[config.mk]
export PLATFORM = sky130hd
export DESIGN_NAME = sbic_ctrl
export DESIGN_NICKNAME = d
export VERILOG_FILES = /design/src/rtl/sbic_pkg.sv /design/src/rtl/sbic_ctrl.sv
export SDC_FILE = /design/constraint.sdc
export NUM_CORES = 1
export LEC_CHECK = 0
export BUFFER_PORTS_ARGS = -buffer_cell sky130_fd_sc_hd__buf_2
export CAP_MARGIN = 20
export CORE_AREA = 2 2 39 41
export CTS_BUF_LIST = sky130_fd_sc_hd__clkbuf_4
export CTS_CLUSTER_SIZE = 24
export DETAILED_ROUTE_END_ITERATION = 6
export DIE_AREA = 0 0 41 43
export GPL_TIMING_DRIVEN = 0
export PLACE_DENSITY = 0.54
export SLEW_MARGIN = 20
export SYNTH_ARGS = -nofsm -noshare
export SYNTH_HDL_FRONTEND = slang
export SYNTH_SLANG_ARGS = --single-unit
[constraint.sdc]
create_clock -name clk_i -period 3 [get_ports clk_i]
set_input_delay 0.6 -clock clk_i [delete_from_list [all_inputs] [get_ports clk_i]]
set_output_delay 0.6 -clock clk_i [all_outputs]
set_load 0.02 [all_outputs]
[src/rtl/sbic_pkg.sv]
// Package for the stack bytecode integer core: opcodes, status codes,
// controller command and status structs. No dependencies.
package sbic_pkg;

  localparam logic [7:0] OP_NOP     = 8'h00;
  localparam logic [7:0] OP_ICONST0 = 8'h03;
  localparam logic [7:0] OP_ICONST5 = 8'h08;
  localparam logic [7:0] OP_BIPUSH  = 8'h10;
  localparam logic [7:0] OP_SIPUSH  = 8'h11;
  localparam logic [7:0] OP_ILOAD0  = 8'h1A;
  localparam logic [7:0] OP_ILOAD3  = 8'h1D;
  localparam logic [7:0] OP_ISTORE  = 8'h36;
  localparam logic [7:0] OP_ISTORE0 = 8'h3B;
  localparam logic [7:0] OP_ISTORE3 = 8'h3E;
  localparam logic [7:0] OP_DUP     = 8'h59;
  localparam logic [7:0] OP_IADD    = 8'h60;
  localparam logic [7:0] OP_ISUB    = 8'h64;
  localparam logic [7:0] OP_IMUL    = 8'h68;
  localparam logic [7:0] OP_IDIV    = 8'h6C;
  localparam logic [7:0] OP_IINC    = 8'h84;
  localparam logic [7:0] OP_IFCMPNE = 8'hA0;
  localparam logic [7:0] OP_IFCMPLT = 8'hA1;
  localparam logic [7:0] OP_IFCMPGE = 8'hA2;
  localparam logic [7:0] OP_IFCMPGT = 8'hA3;
  localparam logic [7:0] OP_IFCMPLE = 8'hA4;
  localparam logic [7:0] OP_GOTO    = 8'hA7;
  localparam logic [7:0] OP_IRETURN = 8'hAC;
  localparam logic [7:0] OP_RETURN  = 8'hB1;

  localparam logic [2:0] ST_RUN   = 3'd0;
  localparam logic [2:0] ST_IRET  = 3'd1;
  localparam logic [2:0] ST_RET   = 3'd2;
  localparam logic [2:0] ST_BADOP = 3'd3;
  localparam logic [2:0] ST_STACK = 3'd4;
  localparam logic [2:0] ST_DIV0  = 3'd5;

  localparam logic [15:0] LEN_TWO   = 16'd2;
  localparam logic [15:0] LEN_THREE = 16'd3;

  typedef struct packed {
    logic [7:0] opcode;
    logic [7:0] operand_hi;
    logic [7:0] operand_lo;
  } instr_t;

  typedef struct packed {
    logic [15:0] next_pc;
    logic [2:0]  status;
    logic [31:0] value;
  } result_t;

  // Controller to datapath.
  typedef struct packed {
    logic   load;      // capture instruction, read stack operands
    logic   exec;      // evaluate and commit (non-divide)
    logic   div_start; // start the divider
    logic   div_done;  // commit division result
  } dp_cmd_t;

  // Datapath to controller.
  typedef struct packed {
    logic need_div; // loaded instruction is a valid idiv with nonzero divisor
    logic div_busy;
  } dp_stat_t;

endpackage

[src/rtl/sbic_ctrl.sv]
// Controller state machine sequencing fetch, execute, divide and output.
// Depends on sbic_pkg.
module sbic_ctrl (
  input  logic               clk_i,
  input  logic               rst_ni,
  input  logic               in_valid_i,
  output logic               in_ready_o,
  output logic               out_valid_o,
  input  logic               out_ready_i,
  output sbic_pkg::dp_cmd_t  cmd_o,
  input  sbic_pkg::dp_stat_t stat_i
);
  typedef enum logic [4:0] {
    S_IDLE = 5'b00001,
    S_EXEC = 5'b00010,
    S_DIVS = 5'b00100,
    S_DIVW = 5'b01000,
    S_OUT  = 5'b10000
  } state_e;

  state_e state_q, state_d;

  // Output register: a waiting result holds off the next load until it is taken.
  logic ovalid_q, ovalid_d;
  logic accept;

  assign in_ready_o = (state_q == S_IDLE) && (!ovalid_q || out_ready_i);
  assign accept     = in_valid_i && in_ready_o;

  always_comb begin
    state_d = state_q;
    ovalid_d = ovalid_q;
    cmd_o = '0;
    if (ovalid_q && out_ready_i) ovalid_d = 1'b0;
    unique case (state_q)
      S_IDLE: begin
        cmd_o.load = accept;
        if (accept) state_d = S_EXEC;
      end
      S_EXEC: begin
        if (stat_i.need_div) state_d = S_DIVS;
        else begin
          cmd_o.exec = 1'b1;
          state_d = S_OUT;
        end
      end
      S_DIVS: begin
        cmd_o.div_start = 1'b1;
        state_d = S_DIVW;
      end
      S_DIVW: begin
        if (!stat_i.div_busy) begin
          cmd_o.div_done = 1'b1;
          state_d = S_OUT;
        end
      end
      S_OUT: begin
        ovalid_d = 1'b1;
        state_d = S_IDLE;
      end
      default: state_d = S_IDLE;
    endcase
  end

  always_ff @(posedge clk_i or negedge rst_ni) begin
    if (!rst_ni) begin
      state_q <= S_IDLE;
      ovalid_q <= 1'b0;
    end else begin
      state_q <= state_d;
      ovalid_q <= ovalid_d;
    end
  end

  assign out_valid_o = ovalid_q;

`ifndef SYNTHESIS
  a_onehot: assert property (@(posedge clk_i) disable iff (!rst_ni)
    $onehot(state_q)) else $error("state not one-hot");
  a_accept_exec: assert property (@(posedge clk_i) disable iff (!rst_ni)
    accept |=> state_q == S_EXEC) else $error("accept did not start execute");
  a_no_drop: assert property (@(posedge clk_i) disable iff (!rst_ni)
    state_q == S_OUT |-> !ovalid_q || out_ready_i) else $error("result overwritten");
`endif
endmodule

# == After elaboration in Yosys (flattened, before gate mapping) ==
# Index checks and enable logic that the tools add are counted.
# word_totals
output_inout_bits,6
word_cells,28
ff_bits,6
input_bits,6
# classes
eq_ne,7
n_reduce_logical,7
muxes,12
# op_table
cell,count
$pmux W5 S4,1
$mux W5,3
$mux W1,8
$eq A5 B1 Y1 const B,1
$eq A5 B2 Y1 const B,1
$eq A5 B3 Y1 const B,1
$eq A5 B4 Y1 const B,1
$eq A5 B5 Y1 const B,1
$ne A2 B2 Y1 const B,2
$logic_and A1 B1 Y1,3
$reduce_and A2 Y1,1
$reduce_bool A2 Y1,1
$logic_not A1 Y1,1
$logic_or A1 B1 Y1,1

# == Longest topological paths before layout ==
# Gate-level depths: netlist (run 1).
# logic_depth
depth_word,6
mapped_depth,3

# == Worst setup path before layout (run 1) ==
# No wires, ideal clock.
# synth_timing
path_type,register -> output
startpoint,reg state_q[1]
endpoint,out cmd_o[0] (netlist name)
t_arrival_ns,1.316
setup_slack_ns,1.084
path_buffers,0
t_required_ns,2.400
stages_incl_launch_ff,3
path_cell_list,dfrtp_1 -> or3_1 -> nor3_1
# synth_lines
item,line,source
"start, declared",sbic_ctrl.sv:21,"state_e state_q, state_d;"
"start signal, assigned",sbic_ctrl.sv:70,state_q <= state_d;
"end, declared",sbic_ctrl.sv:10,"output sbic_pkg::dp_cmd_t cmd_o,"

==> results of run 1 <==
-- power groups by stage --
stage / Clock [W] / Combinational (W) / Sequential [W]
after floorplan: 0 / 0.0000819 / 0.000123
after global placement: 0 / 0.000112 / 0.000129
after detailed placement: 0 / 0.000114 / 0.000130
after CTS: 0.0000924 / 0.000114 / 0.000128
after global routing: 0.0000963 / 0.000125 / 0.000132
final: 0.0000882 / 0.000112 / 0.000129
-- metal layers --
metal | part of all wire (%) | track usage (%)
met4 | 0 | 2.000
met3 | 5.6 | 6.283
met5 | 0 | 0
met2 | 51 | 13.75
met1 | 43 | 11.55
-- through the flow --
stage               setup WS [ps]  area [um2]
finish                      903.4       421.7
global route                804.2       421.7
CTS                         906.9       421.7
detailed placement           1109       391.6
global placement             1127       391.6
floorplan                    1084       316.6
-- flip-flops by register name (all words and copies together) (netlist names) --
name and flops:
out_valid_o 1, state_q 5
-- final timing paths --
kind,from,end,depth (start not counted)
min in group clk_i,state_q[4],state_q[4],1
worst min-delay path,rst_ni,out_valid_o,1
max in group asynchronous,rst_ni,state_q[0],1
worst max register to register,state_q[1],state_q[0],3
worst min register to register,state_q[4],state_q[4],1
worst max-delay path,state_q[1],cmd_o[3],3
-- final cells by class --
type	count	area, um2
Tap cell	16	20.02
Fill cell	154	962.2
Multi-Input combinational cell	26	161.4
Clock buffer	4	30.03
Sequential cell	6	151.4
Inverter	1	3.754
Timing Repair Buffer	11	55.05
-- cell families (layout without fill, tap and decap cells) --
| group | count (synthesis) | after routing | synth area share (%) |
|---|---|---|---|
| buffers and inverters | 1 | 16 | 1.185 |
| AO/OA/AOI/OAI | 5 | 5 | 9.487 |
| AND/OR/NAND/NOR | 21 | 21 | 41.50 |
| flip-flops | 6 | 6 | 47.83 |
-- cells in the mapped netlist (all sizes together) --
master,number,area [um2]
o21ai,1,5.000
dfrtp,5,125.1
nand2b,2,12.51
and3b,1,8.760
or3,1,6.260
nor4,2,18.77
a21oi,2,10.01
nand3,1,5.000
nor2b,1,6.260
nor3b,1,7.510
nand3b,2,15.01
dfstp,1,26.28
a31oi,1,6.260
nor3,1,5.000
nor2,7,26.28
and4b,2,20.02
a31o,1,8.760
inv,1,3.750
-- critical path, cell delays in order (launching register included) --
cell and delay (ps):
dfrtp_1 460, nor4_2 360, and4b_1 270, buf_2 170
==> impl_results.md, run 1 <==
* Net Sw Power at between 0.0001 and 0.00015 W
* Initial Util at a little under a quarter
* Area of the die at between 1500 and 2000 um2
* Sequential area share after synthesis at between 40% and 50%
* Post-Route WL at approximately 660 um
* Post-route DRC at 0
* Initial antenna violation count at 0
* Util after Layout at a little under a third
* Yosys reg bits at 6
* CP Capture Type: primary output
* Period Utilization, post-route at 69.89%
* H-tree Lvls at 1
* Clock power frac at a little over a quarter
* Clk buf depth at 2
* Hold_ws at approximately 170 ps
* Mapped Nets at 39
* Post-placement cell count at 60
* GRT Total Usage at 9.514%
* Via count at ~300
* Design Power at roughly 0.00033 W
* Worst-path fanout max at 8
* Area Growth Syn to Fin at 33.20%
* Remaining Overflow, GRT at 0
* CTS tree: done
* Largest net degree at the start of global routing at 9
* IO Count at 12
* Die W at between 40 and 50 um
* Max-Cap Viols at 0
* Worst path required time at 2400 ps
* Drt pass-1 iters at 4
* Minimum clock period after layout at around 2100 ps
* Setup-failing EPs final at 0
* Syn. warnings at 0
* Worst Clk Skew at 5.847 ps
* Critical path data arrival time at roughly 1500 ps
* Commonest non-fill, non-tap cell in the layout: buf_2
* Startpoint Class: flip-flop
* # nets final at 55
* GPL Wtd Cong at roughly 0.76
* Mapped cell area at 316.6 um2
* Commonest non-fill, non-tap cells in the layout: buf_2, nor2_1, dfrtp_1
* RSZ-0062 raised after global routing: false
* Setup CP Type: reg2out
* Mean post-synth cell area at about 9.6 um2
* R2R Setup Slk at about 1800 ps
* Layout cells sized above 1 at 37.50%
* Fmax at 477.0 MHz
* PwrDens at around 780 nW/um2
* DR WL/cell at roughly 10 um
* CTS resizes at 0
* Ant. Diodes at 0
* Status: complete, no violations
* Buffers on Ports at 11
* Switching share of power at a little over a third
* Clock slew seen by the registers of the worst setup and hold paths at ~50 ps
* # clock sinks at 6
* Measured slew at the worst slew-check pin at around 280 ps
* Fin cells at 64
* DR iter-0 viols at 4
* Worst Hold Class: in2async
* TritonCTS Buffers at 3
* Logic pwr share at 34.1%
* Max Slew Vio Count at 0
* Later-pin clock latency in the skew report at between 200 and 250 ps
* DP HPWL at roughly 530 um
* TNS Setup at 0 ps
* Leakage power at between 0.2 and 0.25 nW
* Clock tree root driver cell: clkbuf_4
* Floorplan row count at 14
* Vias in the first global route at ~260
* Post-route ant nets at 0
* Internal at between 0.0002 and 0.00025 W
* Sequential Power Share at approximately two fifths
* Via density at 4.641
* Slew HR at 81.42%
* First-pass GRT wire length at 1117 um
* Postcts setup bufs at 0
* # hold bufs at CTS at 0
* Die Y at between 40 and 50 um
* Final hold violations at 0
* Yosys cell types at 19
* Core Region at approximately 1400 um2
* Post-synthesis cell count at 33
* Maximum VDD drop at around 0.32 mV
Note: power is estimated with default switching activity, not from simulation.
==> run 2, diff against run 1 <==
--- a/config.mk
+++ b/config.mk
@@ -5,6 +5,7 @@
 export SDC_FILE = /design/constraint.sdc
 export NUM_CORES = 1
 export LEC_CHECK = 0
+export ABC_AREA = 1
 export BUFFER_PORTS_ARGS = -buffer_cell sky130_fd_sc_hd__buf_2
 export CAP_MARGIN = 20
 export CORE_AREA = 2 2 39 41
@@ -13,7 +14,7 @@
 export DETAILED_ROUTE_END_ITERATION = 6
 export DIE_AREA = 0 0 41 43
 export GPL_TIMING_DRIVEN = 0
-export PLACE_DENSITY = 0.54
+export PLACE_DENSITY = 0.56
 export SLEW_MARGIN = 20
 export SYNTH_ARGS = -nofsm -noshare
 export SYNTH_HDL_FRONTEND = slang
==> constraint.sdc (replaced) <==
create_clock -name clk_i -period 2.1 [get_ports clk_i]
set_input_delay 0.42 -clock clk_i [delete_from_list [all_inputs] [get_ports clk_i]]
set_output_delay 0.42 -clock clk_i [all_outputs]
set_load 0.02 [all_outputs]
==> run 2 against run 1 <==
Compared with the run above:
- count of clock-buffer cells in the layout unchanged
- non-clock buffer count increased by 1
- final cell count grew 14%
- via count is 2.0% higher
- synthesized area rose by 7.9%
- first-iteration DRC count decreased by 50%
- combinational power increased by 98%
- sequential power increased by 37%
- routed wire length decreased by 9.2%
- clock power grew 39%
- hold slack gained 240 ps
==> impl_results.md, run 2 <==
* Status: complete, no violations
* Sequential area share after synthesis at 44.32% (-3.5 points)
* GRT Total Usage at 9.422% (-0.092 points)
* Post-route DRC at 0 (unchanged)
* Initial Util at 24.68% (+1.8 points)
* Post-synth EDFFs at 0 (unchanged)
* CTS tree: done
* Grt peak-use layer: met2
* Commonest non-fill, non-tap cells in the layout: buf_2, inv_1, nand2_1
* PwrDens at 1144 nW/um2 (+46%)
* Worst Clk Skew at 8.078 ps (+2.231 ps)
* Post-placement cell count at 68 (+13%)
* DR iter-0 viols at 2 (-2)
* Worst Hold Class: in2reg
* Clock power frac at 23.6% (-3.1 points)
* Area fraction in compound gates after synthesis at 6.227% (-3.3 points)
* Synth Area in XOR/XNOR at 0% (unchanged)
* Yosys top cell by area: dfrtp_1
* RSZ-0062 raised after global routing: false
* Post-synthesis mux area share at 0% (unchanged)
* Sequential Power Share at 33.8% (-5.4 points)
* Slew HR at 87.63% (+6.2 points)
* DP HPWL at 531.7 um (+1.0%)
* Post-synthesis cell count at 41 (+24%)
* Max-Cap Viols at 0 (unchanged)
* Worst path required time at 1680 ps (-720 ps)
* Ant. Diodes at 0 (unchanged)
* Post-synth ARST share at 100.0% (unchanged)
* Remaining Overflow, GRT at 0 (unchanged)
* Period Utilization, post-route at 83.36%
* Via count at 303 (+2.0%)
* Minimum clock period after layout at approximately 1800 ps
* Yosys reg bits at 6 (unchanged)
* Core Region at 1384 um2 (unchanged)
* Measured slew at the worst slew-check pin at 185.4 ps (-90.97 ps)
* Via density at 4.151 (-11%)
* Met2 Use GR at 12.81% (-0.94 points)
* Area Growth Syn to Fin at 33.70%
* Largest net degree at the start of global routing at 7 (-2)
* Post-DP Area at 416.7 um2 (+6.4%)
* Commonest non-fill, non-tap cell in the layout: buf_2
* Setup CP Type: reg2out
* Top cells by area, synth: dfrtp_1, inv_1, dfstp_2, nand2_1, nand4_1
* GRT met3 Usage at 1.571% (-4.7 points)
* Top reg by flops: state_q
* Later-pin clock latency in the skew report at 240 ps (about the same)
* Post-Synth Simple-Gate Area at 39.56% (-1.9 points)
* R2R Setup Slk at 1020 ps (-760 ps)
* Most common cell in the netlist: inv_1
* Syn. warnings at 0 (unchanged)
* # hold bufs at CTS at 1 (+1)
* GR Util met1 at 11.26% (-0.29 points)
* Vias in the first global route at 287 (+9.1%)
* TNS Setup at 0 ps (unchanged)
* Internal at 0.0003120 W (+48%)
* Critical path data arrival time at 1330 ps (-170 ps)
* Design Power at 0.0005223 W (+58%)
* Worst-path fanout max at 4 (-4)
* Startpoint Class: flip-flop
* CP Capture Type: primary output
* Clock slew seen by the registers of the worst setup and hold paths at 50 ps (about the same)
* Clk buf depth at 2 (unchanged)
* DR WL/cell at 8.247 um (-20%)
* Final hold violations at 0 (unchanged)
* Logic pwr share at 42.6% (+8.5 points)
* TritonCTS Buffers at 3 (unchanged)
* Post-Route WL at 602 um (-9.2%)
* Mapped cell area at 341.6 um2 (+7.9%)
* Largest family of logic cells by synthesized area: simple AND/OR/NAND/NOR gates
* Fillers at 159 (+3.2%)
* Clock tree root driver cell: clkbuf_4
* Util after Layout at 33.00% (+2.5 points)
* # nets final at 64 (+16%)
* Maximum VDD drop at 0.4772 mV (+50%)
* Buffers on Ports at 11 (unchanged)
* Yosys cell types at 13 (-6)
* Die Y at 43 um (unchanged)
* Mean post-synth cell area at 8.331 um2 (-13%)
* Layout cells sized above 1 at 43.86% (+6.4 points)
* IO Count at 12 (unchanged)
* Initial antenna violation count at 0 (unchanged)
* Mapped Nets at 47 (+21%)
* Largest register FFs at 5 (unchanged)
* H-tree Lvls at 1 (unchanged)
* First-pass GRT wire length at 1062 um (-4.9%)
* Top_reg_cell synth: dfrtp_1
* Switching share of power at 40.27% (+4.4 points)
* Fin cells at 73 (+14%)
* Area of the die at 1763 um2 (unchanged)
* Post-Synth Adder-Cell Area at 0% (unchanged)
* Net Sw Power at 0.0002103 W (+78%)
* Postcts setup bufs at 0 (unchanged)
* CTS resizes at 0 (unchanged)
* Leakage power at 0.2720 nW (+33%)
* Top cell type's share of synthesized area at 36.63% (-2.9 points)
* Drt pass-1 iters at 4 (unchanged)
* Post-synth top cells: inv_1, nand2_1, dfrtp_1
* # clock sinks at 6 (unchanged)
* Fmax at 571.2 MHz
* GPL Wtd Cong at 0.7766 (+1.8%)
* Final instance area at 456.7 um2 (+8.3%)
* Die W at 41 um (unchanged)
* Post-route ant nets at 0 (unchanged)
* Max Slew Vio Count at 0 (unchanged)
* Floorplan row count at 14 (unchanged)
* Setup-failing EPs final at 0 (unchanged)
run 2: path summary, 6_finish.rpt:
path,from,end,cells after the start
max,state_q[0],in_ready_o,5
min,stat_i[1],state_q[2],3
max reg2reg,state_q[0],state_q[0],5
min reg2reg,out_valid_o,out_valid_o,2
max in group asynchronous,rst_ni,state_q[0],2
min in group asynchronous,rst_ni,state_q[4],2
run 2: layout make-up:
cell class / instances / area (um2) / share of cell area, %
inverter: 9 / 33.78 / 7.397
multi-input combinational: 26 / 156.4 / 34.25
clock buffer: 4 / 30.03 / 6.575
sequential: 6 / 151.4 / 33.15
timing repair buffer: 12 / 65.06 / 14.25
tap: 16 / 20.02 / 4.384
run 2: stage by stage:
stage	setup slack (ps)	hold slack (ps)
after floorplan	565.8	124.4
after global placement	593.8	245.0
after detailed placement	586.1	245.8
after CTS	324.6	403.9
after global routing	246.3	413.8
final	349.4	414.8
run 2: power groups by stage:
stage / Sequential, W / Combinational, W / Clock (W)
global placement: 0.000178 / 0.000224 / 0
finish: 0.000177 / 0.000222 / 0.000123
CTS: 0.000176 / 0.000228 / 0.000131
floorplan: 0.000176 / 0.000168 / 0
global route: 0.000180 / 0.000252 / 0.000138
detailed placement: 0.000178 / 0.000227 / 0
run 2: critical path, stage by stage, from the launching register on:
cell     delay (ps)
dfstp_2         540
nand2_1          60
nor2_2           90
nand2_1         110
a21oi_1         120
buf_2           170
run 2: cell families after synthesis:
kind of cell / after synthesis
buf+inv: 9
simple gates: 23
flops: 6
compound gates: 3
run 2: per-layer routing:
metal / vias to the layer above / routed length, um
met5: - / 0
met4: 0 / 0
met3: 0 / 37
met2: 8 / 300
met1: 135 / 264
li1: 160 / -
==> run 3, diff against run 2 <==
--- a/config.mk
+++ b/config.mk
@@ -14,7 +14,7 @@
 export DETAILED_ROUTE_END_ITERATION = 6
 export DIE_AREA = 0 0 41 43
 export GPL_TIMING_DRIVEN = 0
-export PLACE_DENSITY = 0.56
+export PLACE_DENSITY = 0.57
 export SLEW_MARGIN = 20
 export SYNTH_ARGS = -nofsm -noshare
 export SYNTH_HDL_FRONTEND = slang
==> constraint.sdc (replaced) <==
create_clock -name clk_i -period 1.6 [get_ports clk_i]
set_input_delay 0.32 -clock clk_i [delete_from_list [all_inputs] [get_ports clk_i]]
set_output_delay 0.32 -clock clk_i [all_outputs]
set_load 0.02 [all_outputs]
==> run 3 against run 2 <==
Compared with the run above:
- the run now ends with negative setup slack left
- routed wire length grew 16%
- die area is the same
- via count grew 13%
- highest routed layer unchanged
- sequential power grew 33%
- first-iteration DRC count is the same
- largest power group unchanged
- count of clock-buffer cells in the layout is the same
- largest cell class unchanged
- clock skew grew 2.5 ps
- critical path depth is the same
- flip-flop and latch count is the same
==> impl_results.md, run 3 (same netlist as run 2, synthesis figures left out) <==
* DP HPWL at 516.1 um (-2.9%)
* Clock tree root driver cell: clkbuf_4
* RSZ-0062 raised after global routing: true
* Vias in the first global route at 320 (+11%)
* Sequential cell area at 151.4 um2 (unchanged)
* Setup-failing EPs final at 1 (+1)
* Max-Cap Viols at 0 (unchanged)
* Drt pass-1 iters at 2 (-2)
* Max Slew Vio Count at 0 (unchanged)
* Hold_ws at 314.9 ps (-99.94 ps)
* Via count at 343 (+13%)
* # nets final at 70 (+9.4%)
* Clk buf depth at 2 (unchanged)
* Worst slack, placed at 180.7 ps (-405.3 ps)
* GPL Wtd Cong at 0.7759 (about the same)
* Final hold violations at 0 (unchanged)
* Multi-input gate area at 170.2 um2 (+8.8%)
* Leakage power at 0.3021 nW (+11%)
* TritonCTS Buffers at 3 (unchanged)
* H-tree Lvls at 1 (unchanged)
* Top reg by flops: state_q
* Minimum clock period after layout at around 1600 ps
* Commonest non-fill, non-tap cells in the layout: inv_1, buf_2, buf_4
* Largest register FFs at 5 (unchanged)
* CTS tree: done
* Clock slew seen by the registers of the worst setup and hold paths at 50 ps (about the same)
* Worst Clk Skew at 10.60 ps (+2.519 ps)
* CP Capture Type: primary output
* Later-pin clock latency in the skew report at 240 ps (about the same)
* Area of the die at 1763 um2 (unchanged)
* Setup CP Type: reg2out
* Post-route ant nets at 0 (unchanged)
* Worst Hold Class: in2reg
* Initial Util at 24.68% (unchanged)
* Die Y at 43 um (unchanged)
* Startpoint Class: flip-flop
* Critical path data arrival time at 1280 ps (-50 ps)
* First-pass GRT wire length at 1145 um (+7.8%)
* Post-DP Area at 416.7 um2 (unchanged)
* Core Region at 1384 um2 (unchanged)
* Via density at 4.342 (+4.6%)
* # clock sinks at 6 (unchanged)
* Initial antenna violation count at 0 (unchanged)
* Fillers at 148 (-6.9%)
* Period Utilization, post-route at 100.2%
* Slew HR at 88.16% (+0.53 points)
* Ant. Diodes at 0 (unchanged)
* DR WL/cell at 8.823 um (+7.0%)
* Failing checks: negative setup slack
* Util after Layout at 37.88% (+4.9 points)
* Layout cells sized above 1 at 53.97% (+10 points)
* Final instance area at 524.3 um2 (+15%)
* Worst path required time at 1280 ps (-400 ps)
* Buffers on Ports at 11 (unchanged)
* Post-Route WL at 697 um (+16%)
* Status: finished with violations
* Area Growth Syn to Fin at 53.48%
* Die W at 41 um (unchanged)
* Maximum VDD drop at 0.8699 mV (+82%)
* Largest net degree at the start of global routing at 7 (unchanged)
* Remaining Overflow, GRT at 0 (unchanged)
* DR iter-0 viols at 2 (unchanged)
* Worst-path fanout max at 3 (-1)
* GRT Total Usage at 10.13% (+0.71 points)
* Floorplan row count at 14 (unchanged)
* Fmax at a little over 600 MHz
* Post-route DRC at 0 (unchanged)
* Measured slew at the worst slew-check pin at 177.5 ps (-7.922 ps)
* IO Count at 12 (unchanged)
* PwrDens at 1609 nW/um2 (+41%)
* Setup WS post-layout at -2.878 ps (-352.3 ps)
==> run 3: per-stage QoR <==
step / setup TNS [ps] / total power (W) / cells
after floorplan: 0 / 0.0004515 / 41
after global placement: 0 / 0.0005269 / 68
after detailed placement: 0 / 0.0005311 / 68
after CTS: -37.38 / 0.0008360 / 78
after global routing: -152.2 / 0.0009036 / 79
final: -2.878 / 0.0008434 / 79
==> run 3: timing repair <==
| action | in CTS | in global routing |
|---|---|---|
| hold buffers | 1 | 0 |
| pin swaps | 3 | 3 |
| setup buffers | 5 | 1 |
| gates resized for setup | 6 | 1 |
| hold endpoints to repair | 5 | 0 |
| setup endpoints to repair | 2 | 5 |
==> run 3: final timing paths <==
kind                              from           to  slack (ps)  cells after the start
max reg2reg                 state_q[0]   state_q[4]          70                      8
min in group asynchronous       rst_ni   state_q[4]         420                      2
max in group asynchronous       rst_ni   state_q[0]         950                      2
min reg2reg                out_valid_o  out_valid_o         580                      2
max                         state_q[0]     cmd_o[3]          -3                      5
min                          stat_i[1]   state_q[2]         310                      3
==> run 3: critical path, stage by stage (launching register included) <==
cell and delay [ps]:
dfstp_2 550, nand2_2 70, nor2_4 90, nand4_1 130, inv_1 100, buf_6 110
==> run 3: cell type report <==
class	instances	share of cell area, %
well taps	16	3.819
flip-flops and latches	6	28.88
clock buffers	4	5.728
repair buffers	18	22.67
multi-input cells	26	32.46
inverters	9	6.444
==> run 3: routing by layer <==
layer / global-route usage [%] / up-vias / wire length, um
met5: 0 / - / 0
met4: 10.00 / 0 / 0
met3: 1.571 / 0 / 31
met2: 15.94 / 6 / 372
met1: 10.26 / 164 / 292
li1: - / 173 / -
==> run 3: report_power, final <==
part / switching (W) / internal, W
registers: 0.0000398 / 0.000197
clock network: 0.0000529 / 0.000111
logic: 0.000231 / 0.000211
total: 0.000324 / 0.000519
